[config.mk]
export PLATFORM = sky130hd
export DESIGN_NAME = sorted_min_priority_queue_unit
export DESIGN_NICKNAME = d
export VERILOG_FILES = /design/src/sv/smpq_pkg.sv /design/src/sv/smpq_cell.sv /design/src/sv/sorted_min_priority_queue_unit.sv
export SDC_FILE = /design/constraint.sdc
export NUM_CORES = 1
export LEC_CHECK = 0
export ABC_AREA = 1
export BUFFER_PORTS_ARGS = -buffer_cell sky130_fd_sc_hd__buf_2
export CAP_MARGIN = 10
export CELL_PAD_IN_SITES_DETAIL_PLACEMENT = 1
export CELL_PAD_IN_SITES_GLOBAL_PLACEMENT = 2
export CORE_MARGIN = 5
export CORE_UTILIZATION = 34
export DETAILED_ROUTE_END_ITERATION = 8
export PLACE_DENSITY = 0.77
export SKIP_CTS_REPAIR_TIMING = 1
export SLEW_MARGIN = 0
export SYNTH_ARGS = -nofsm -noshare
export SYNTH_HDL_FRONTEND = slang
export SYNTH_SLANG_ARGS = --single-unit
[constraint.sdc]
create_clock -name clk -period 3.05 [get_ports clk]
set_input_delay 0.61 -clock clk [delete_from_list [all_inputs] [get_ports clk]]
set_output_delay 0.61 -clock clk [all_outputs]
set_load 0.01 [all_outputs]
[src/sv/smpq_pkg.sv]
package smpq_pkg;

    localparam int WEIGHT_W = 16;
    localparam int TAG_W    = 16;
    localparam int STATUS_W = 2;
    localparam int COUNT_W  = 5;

    localparam logic OP_INSERT = 1'b0;
    localparam logic OP_REMOVE = 1'b1;

    localparam logic [STATUS_W-1:0] ST_DONE  = 2'd0;
    localparam logic [STATUS_W-1:0] ST_FULL  = 2'd1;
    localparam logic [STATUS_W-1:0] ST_EMPTY = 2'd2;

    typedef logic [WEIGHT_W-1:0] weight_t;
    typedef logic [TAG_W-1:0]    tag_t;

    // Broadcast to every cell for the transaction in flight
    typedef struct packed {
        logic    insert;
        logic    remove;
        weight_t weight;
        tag_t    tag;
    } cell_ctrl_t;

endpackage

[src/sv/smpq_cell.sv]
module smpq_cell
    import smpq_pkg::*;
(
    input  logic       clk,
    input  cell_ctrl_t ctrl,
    input  logic       occupied,
    input  logic       force_keep,
    input  logic       left_keep,
    input  weight_t    left_weight,
    input  tag_t       left_tag,
    input  weight_t    right_weight,
    input  tag_t       right_tag,
    output logic       keep,
    output weight_t    weight,
    output tag_t       tag
);

    weight_t weight_reg;
    weight_t weight_next;
    tag_t    tag_reg;
    tag_t    tag_next;

    // Stored entries smaller than the new weight stay put; the list is sorted,
    // so the keep flags form a prefix along the chain.
    assign keep   = force_keep | (occupied & (weight_reg < ctrl.weight));
    assign weight = weight_reg;
    assign tag    = tag_reg;

    always_comb
    begin
        weight_next = weight_reg;
        tag_next    = tag_reg;
        if (ctrl.insert && !keep)
        begin
            if (left_keep)
            begin
                // first cell past the kept prefix takes the new item
                weight_next = ctrl.weight;
                tag_next    = ctrl.tag;
            end
            else
            begin
                weight_next = left_weight;
                tag_next    = left_tag;
            end
        end
        else if (ctrl.remove)
        begin
            weight_next = right_weight;
            tag_next    = right_tag;
        end
    end

    always_ff @(posedge clk)
    begin
        weight_reg <= weight_next;
        tag_reg    <= tag_next;
    end

endmodule

[src/sv/sorted_min_priority_queue_unit.sv]
// Sorted minimum priority queue, a chain of QUEUE_DEPTH cells kept in
// ascending weight order with the head in cell 0.
//
// Command channel: drive operation, item_weight and item_tag with start high;
// the transaction is accepted at a rising edge where start is high and busy is
// low. busy stays low, so a new command may follow every cycle.
// Result channel: in the cycle after acceptance, done pulses for exactly one
// cycle with status, popped_weight, popped_tag and entry_count. The receiver
// cannot stall; it must capture the result in that cycle.
// Throughput is 1 transaction per cycle: every cell compares its weight
// against the incoming one in parallel and shifts toward or away from the
// head in the same edge.
// An insert into a full queue is dropped with status 1; a remove from an
// empty queue returns status 2 with zero weight and tag.
// Reset clears the occupancy count and the result strobe; cell contents are
// left as they are and are never read until written.
module sorted_min_priority_queue_unit
    import smpq_pkg::*;
#(
    parameter int QUEUE_DEPTH = 16
)
(
    input  logic                clk,
    input  logic                rst_n,
    input  logic                start,
    output logic                busy,
    input  logic                operation,
    input  logic [WEIGHT_W-1:0] item_weight,
    input  logic [TAG_W-1:0]    item_tag,
    output logic                done,
    output logic [STATUS_W-1:0] status,
    output logic [WEIGHT_W-1:0] popped_weight,
    output logic [TAG_W-1:0]    popped_tag,
    output logic [COUNT_W-1:0]  entry_count
);

    localparam int OCC_W = $clog2(QUEUE_DEPTH + 1);

    logic [OCC_W-1:0]    occ_reg;
    logic [OCC_W-1:0]    occ_next;
    logic                done_reg;
    logic [STATUS_W-1:0] status_reg;
    logic [STATUS_W-1:0] status_next;
    weight_t             pw_reg;
    weight_t             pw_next;
    tag_t                pt_reg;
    tag_t                pt_next;

    logic       accept;
    logic       full;
    logic       empty;
    logic       head_eq;
    cell_ctrl_t ctrl;

    weight_t    cell_weight [QUEUE_DEPTH];
    tag_t       cell_tag    [QUEUE_DEPTH];
    logic       cell_keep   [QUEUE_DEPTH];

    assign busy    = 1'b0;
    assign accept  = start && !busy;
    assign full    = (occ_reg == OCC_W'(QUEUE_DEPTH));
    assign empty   = (occ_reg == '0);
    assign head_eq = !empty && (cell_weight[0] == item_weight);

    always_comb
    begin
        ctrl.insert = accept && (operation == OP_INSERT) && !full;
        ctrl.remove = accept && (operation == OP_REMOVE) && !empty;
        ctrl.weight = item_weight;
        ctrl.tag    = item_tag;
    end

    genvar i;
    generate
        for (i = 0; i < QUEUE_DEPTH; i++)
        begin : g_cell
            logic    lkeep;
            weight_t lweight;
            tag_t    ltag;
            weight_t rweight;
            tag_t    rtag;
            logic    fkeep;

            if (i == 0)
            begin : g_head
                assign lkeep   = 1'b1;
                assign lweight = item_weight;
                assign ltag    = item_tag;
                // a weight equal to the head goes in behind it
                assign fkeep   = head_eq;
            end
            else
            begin : g_body
                assign lkeep   = cell_keep[i-1];
                assign lweight = cell_weight[i-1];
                assign ltag    = cell_tag[i-1];
                assign fkeep   = 1'b0;
            end

            if (i == QUEUE_DEPTH - 1)
            begin : g_tail
                assign rweight = cell_weight[i];
                assign rtag    = cell_tag[i];
            end
            else
            begin : g_link
                assign rweight = cell_weight[i+1];
                assign rtag    = cell_tag[i+1];
            end

            smpq_cell u_cell (
                .clk          (clk),
                .ctrl         (ctrl),
                .occupied     (OCC_W'(i) < occ_reg),
                .force_keep   (fkeep),
                .left_keep    (lkeep),
                .left_weight  (lweight),
                .left_tag     (ltag),
                .right_weight (rweight),
                .right_tag    (rtag),
                .keep         (cell_keep[i]),
                .weight       (cell_weight[i]),
                .tag          (cell_tag[i])
            );
        end
    endgenerate

    always_comb
    begin
        occ_next    = occ_reg;
        status_next = ST_DONE;
        pw_next     = '0;
        pt_next     = '0;
        if (operation == OP_INSERT)
        begin
            if (full)
                status_next = ST_FULL;
            else
                occ_next = occ_reg + OCC_W'(1);
        end
        else
        begin
            if (empty)
                status_next = ST_EMPTY;
            else
            begin
                occ_next = occ_reg - OCC_W'(1);
                pw_next  = cell_weight[0];
                pt_next  = cell_tag[0];
            end
        end
    end

    always_ff @(posedge clk or negedge rst_n)
    begin
        if (!rst_n)
        begin
            occ_reg  <= '0;
            done_reg <= 1'b0;
        end
        else
        begin
            done_reg <= accept;
            if (accept)
                occ_reg <= occ_next;
        end
    end

    always_ff @(posedge clk)
    begin
        if (accept)
        begin
            status_reg <= status_next;
            pw_reg     <= pw_next;
            pt_reg     <= pt_next;
        end
    end

    assign done          = done_reg;
    assign status        = status_reg;
    assign popped_weight = pw_reg;
    assign popped_tag    = pt_reg;

    generate
        if (OCC_W >= COUNT_W)
        begin : g_cnt_trunc
            assign entry_count = occ_reg[COUNT_W-1:0];
        end
        else
        begin : g_cnt_ext
            assign entry_count = {{(COUNT_W-OCC_W){1'b0}}, occ_reg};
        end
    endgenerate

endmodule
-- Word-level counts from Yosys, hierarchy flattened
Cells that the tools add are included.
- $add $sub $neg: 2
- magnitude comparators: 32
- eq/ne operators: 4
- multiplexer cells: 96
- bitwise operators: 18
- reduce and logical (&&, ||, !) cells: 57
- operators with widths (operator ; number):
    two-way mux 16 bit ; 90
    less-than comparator 16 bit ; 16
    less-than comparator 4 x 5 -> 1 bit, first input constant ; 8
    nonzero test 2 bit ; 15
    logical AND 1 bit ; 21
    less-than comparator 3 x 5 -> 1 bit, first input constant ; 4
    logical NOT 1 bit ; 18
    AND 1 bit ; 16
    equality test 16 bit ; 1
    two-way mux 5 bit ; 3
    less-than comparator 1 x 5 -> 1 bit, first input constant ; 2
    less-than comparator 2 x 5 -> 1 bit, first input constant ; 2
    adder 5 x 1 -> 5 bit, second input constant ; 1
    equality test 5 bit, second input constant ; 1
    logical NOT 5 bit ; 1
    subtractor 5 x 1 -> 5 bit, second input constant ; 1
    two-way mux 2 bit ; 2
    inequality test 2 bit, second input constant ; 2
    AND reduction 3 bit ; 1
    OR reduction 2 bit ; 1
    two-way mux 1 bit ; 1
    inverter 1 bit ; 1
    bitwise OR 1 bit ; 1
- bits in registers: 552
- input port bits: 36
- output and inout port bits: 41
- word-level logic and storage cells: 246

-- Logic depth before layout (Yosys ltp)
- depth after elaboration: 7
- mapped depth: 17
- gate-level depth less buffers: 16

-- Modules after synthesis
From an unflattened synthesis, not the netlist that was laid out.
- cells, all modules: 4505
- area total of the unflattened synthesis: 38789.7 um^2
- modules (own cells, without submodules) (module ; times used ; cells an instance ; area an instance (um^2) ; seq. area each (um^2)):
    smpq_cell (g_cell[0].u_cell ...) ; 15 ; 266 ; 2272.2 ; 960.9
    sorted_min_priority_queue_unit ; 1 ; 251 ; 2437.3 ; 1171.1
    smpq_cell (g_cell[9].u_cell) ; 1 ; 264 ; 2269.7 ; 960.9

-- Least setup slack after synthesis
OpenSTA, ideal clock, no wires.
- path type: input port to flip-flop
- from: input port item_weight[11]
- to: register g_cell[9].u_cell.tag_reg[0], enable pin
- setup time: 479 ps
- arrival: 3190 ps
- data required time: 2571 ps
- setup slack: -618 ps
- stages on the path: 11
- path buffers: 2
- cells stage by stage: clkbuf_1 inv_1 ha_1 a21o_1 o21bai_1 nand2_1 nor2_1 nand2_1 nand2_1 buf_2 nand2_1
- word-level cells in the longest chain between the ends: 5
- ends and longest elaborated chain (item ; RTL line ; RTL):
    from (decl) ; sorted_min_priority_queue_unit.sv:28 ; input logic [WEIGHT_W-1:0] item_weight,
    less-than comparator 16 bit ; smpq_cell.sv:25 ; assign keep = force_keep | (occupied & (weight_reg < ctrl.weight));
    AND 1 bit ; smpq_cell.sv:25 ;
    logical NOT 1 bit ; smpq_cell.sv:33 ; if (ctrl.insert && !keep)
    logical AND 1 bit ; smpq_cell.sv:33 ;
    nonzero test 2 bit (no source line) ; n/a ;
    to (signal assigned) ; smpq_cell.sv:57 ; tag_reg <= tag_next;
    to (decl) ; smpq_cell.sv:20 ; tag_t tag_reg;
No other way between the ends.
A chain may end at the register's enable or synchronous reset.

-- Final worst setup path
- from: register occ_reg[3], in the netlist entry_count[3]
- to: register g_cell[8].u_cell.weight_reg[15] (data pin)
- word-level cells in the longest chain between the ends: 5
- elaborated cells on any way between the ends: 11
- those cells by class: 2 x order compare; 1 x eq/ne; 2 x mux; 2 x bitwise; 4 x reduce/logical
- ends and longest elaborated chain (item ; RTL line ; RTL):
    from (decl) ; sorted_min_priority_queue_unit.sv:39 ; logic [OCC_W-1:0] occ_reg;
    from (signal assigned) ; sorted_min_priority_queue_unit.sv:165 ; occ_reg <= occ_next;
    less-than comparator 4 x 5 -> 1 bit or equality test 5 bit (tied branches) ; sorted_min_priority_queue_unit.sv:114, sorted_min_priority_queue_unit.sv:61 ;
    AND 1 bit or logical NOT 1 bit (tied branches) ; smpq_cell.sv:25, sorted_min_priority_queue_unit.sv:67 ;
    logical NOT 1 bit or logical AND 1 bit (tied branches) ; smpq_cell.sv:33, sorted_min_priority_queue_unit.sv:67 ;
    logical AND 1 bit ; smpq_cell.sv:33 ;
    two-way mux 16 bit * ; smpq_cell.sv:33 ;
    named net g_cell[8].u_cell.weight_next[15] ; smpq_cell.sv:19 ; weight_t weight_next;
    to (signal assigned) ; smpq_cell.sv:56 ; weight_reg <= weight_next;
    to (decl) ; smpq_cell.sv:18 ; weight_t weight_reg;
Mark *: on every way through the listed nets, which the timed path passes. The rest lies on a longest branch.

==> flow_summary.ini <==
[outcome]
status = finished clean

[clock_network]
cts.htree.levels = 3
root_buffer = clkbuf_16
cts_made_buffers = 70
ctsLongestPathBuffers = 3
clkTransAtPathRegs_ps = 60
cts_sinks = 552
insertion_delay_ps = 640
cts_tree = done

[power_and_ir_drop]
cellPowerDensity_nw_per_um2 = 857
seqPwrFrac_pct = 36.1
pwr-share-clk_pct = 23.5
swShare_pct = 41.8
comb_power_share_pct = 40.4
switching_power_mw = 14.8
leakage_nw = 20.2
intPower_mw = 20.7
ir_worst_vdd_mv = 0.434

[flow_run]
maxCapViolCount = 0

[placement]
routabilityCongestion = 0.881
hpwlAfterDp_um = 108000
port_buffers = 75
place_area_um2 = 39200

[detailed_routing]
drc_errors = 0
ant_nets = 0
postRouteWirelength_um = 147000
vias = 32813
drt_pass1_iterations = 5
drt-initial-drc-count = 2796
wl_per_cell_um = 23.7
via_per_inst = 5.29

[min_path]
hold_path.class = input pin to asynchronous set/reset pin

[global_routing]
met2_usage_pct = 40.1
grt_start_max_net_pins = 38
grt_util_all_layers_pct = 25.7
gr-usage-met1_pct = 36.8
grt_util_met3_pct = 4.21
grt_busiest_layer = met2
overflow = 0
first_global_vias = 32598
grt_pass1_wl_um = 216000
grt_antenna_before_repair = 2

[synthesis]
ys_ff_latch = 552
ys.flop_type = edfxtp_1
synth_edf_count = 546
async_reset_ff_share_pct = 1.09
syn_inst = 4678
synth.distinct_cells = 37
ys_seq_area_share_pct = 46.7
syn-num-nets = 4958
syn_avg_cell_area_um2 = 7.57
yosys_warnings = 0
synth_area_um2 = 35400

[sta]
setup_viol = 0
hold_viol = 0
period_share_pct = 89.2
finalHoldWorstSlack_ps = 336
report.final.slew_viol_count = 0
rsz0062_at_grt = no
tightest_slew_ps = 937
fin_skew_ps = 23.8
setup_tns_ps = 0
fmax_ghz = 0.367
fin_crit_ps = 2720
slew_headroom_pct = 37.5

[setup_path]
cp-start-kind = flop
r2r_slack_ps = 330
worstPathRequired_ps = 3560
critical_path.max_fanout = 32
worstSetupPathType = flop to flop
worstPathArrival_ps = 3230
critPathCaptureType = flop

[layout]
syn_to_final_growth_pct = 16.9
fin_util_pct = 40.0
final_cell_mix = nand2_1 (2587), edfxtp_1 (546), nand3_1 (480), ha_1 (244), inv_1 (149)
drive_above_1_share_pct = 9.58
layout_commonest_cell = nand2_1
design_area_um2 = 41400
nets = 5053
n_fill_cell = 12652

[floorplan]
core_area_um2 = 103000
die_area_um2 = 111000
die_y_um = 333
io_pins = 77
fp-row-count = 118
start_util_pct = 34.2
dieWidth_um = 333
[stage by stage]
step	std cells	setup WS (ps)	total power, mW
after global routing	6204	150	37.7
after CTS	6203	326	35.6
final	6205	329	35.5
after floorplan	4678	-94.4	21.1
after global placement	6080	-9.14	26.8
after detailed placement	6080	-130	27.1
[layout make-up]
class	count	area (um^2)	share of cell area (%)
Antenna cell	1	2.50	0.00604
Clock buffer	90	1910	4.61
Clock inverter	33	333	0.804
Inverter	176	683	1.65
Multi-Input combinational cell	3685	17200	41.5
Sequential cell	552	16500	40.0
Tap cell	1380	1730	4.17
Timing Repair Buffer	288	3040	7.34
[worst max-delay path, cell delays in order, from the launching register on]
cell	delay (ps)
dfrtp_1	540
inv_2	140
nor2_1	300
nand2_1	120
nor2_1	280
nor2_1	90
nand3_1	120
nor2_2	50
nand2_1	110
nand2_2	110
inv_2	470
nand2_1	170
nand2_1	90
[power groups by stage]
stage          sequential (mW)  clock, mW  combinational, mW
4_1_cts                   12.8       8.53               14.3
5_1_grt                   12.9       8.81               16.0
3_5_place_dp              12.9          0               14.2
2_1_floorplan             11.9          0               9.15
6_report                  12.8       8.35               14.3
3_3_place_gp              12.9          0               13.9
[cell usage after synthesis (6+ instances only)]
library cell     n  area share [%]
o21a_1          10            0.21
dfrtp_1          6            0.42
nor3_1          13            0.18
inv_2           20            0.21
clkbuf_1       148             1.6
ha_1           244             8.6
o21ai_0         78             1.1
buf_4            9            0.19
nand2_1       2603              28
a21o_1           6            0.13
nor2_2           6            0.11
a21oi_1         89             1.3
nand3_1        482             6.8
nor2_1          98             1.0
edfxtp_1       546              46
buf_2          105             1.5
inv_1          155             1.6
nand2_2         16            0.28
nand4_1         14            0.25
[worst paths after layout]
kind                                                          from  cells after the start                                    end
max in group asynchronous                                    rst_n                      2             entry_count[1]$_DFFE_PN0P_
worst max register to register          entry_count[3]$_DFFE_PN0P_                     12  g_cell[8].u_cell.weight[15]$_DFFE_PP_
worst min-delay path                                         rst_n                      2                         done$_DFF_PN0_
worst max-delay path                    entry_count[3]$_DFFE_PN0P_                     12  g_cell[8].u_cell.weight[15]$_DFFE_PP_
min in group clk                                         operation                      3             entry_count[1]$_DFFE_PN0P_
worst min register to register  g_cell[15].u_cell.tag[2]$_DFFE_PP_                      2     g_cell[14].u_cell.tag[2]$_DFFE_PP_
[per-layer routing]
layer | vias up | wire length [um]
met5 | - | 0
met4 | 0 | 5050
met3 | 196 | 10000
met2 | 1054 | 64500
met1 | 16123 | 67600
li1 | 15440 | -
[cells by family after synthesis]
family / count (synthesis) / share of synthesized area, %
adder cells (fa/ha/maj): 244 / 8.62
buffers and inverters: 441 / 5.14
XOR/XNOR: 5 / 0.124
AO/OA/AOI/OAI: 197 / 3.00
other: 1 / 0.0106
AND/OR/NAND/NOR: 3238 / 36.4
flip-flops: 552 / 46.7
Note: power is estimated with default switching activity, not from simulation.
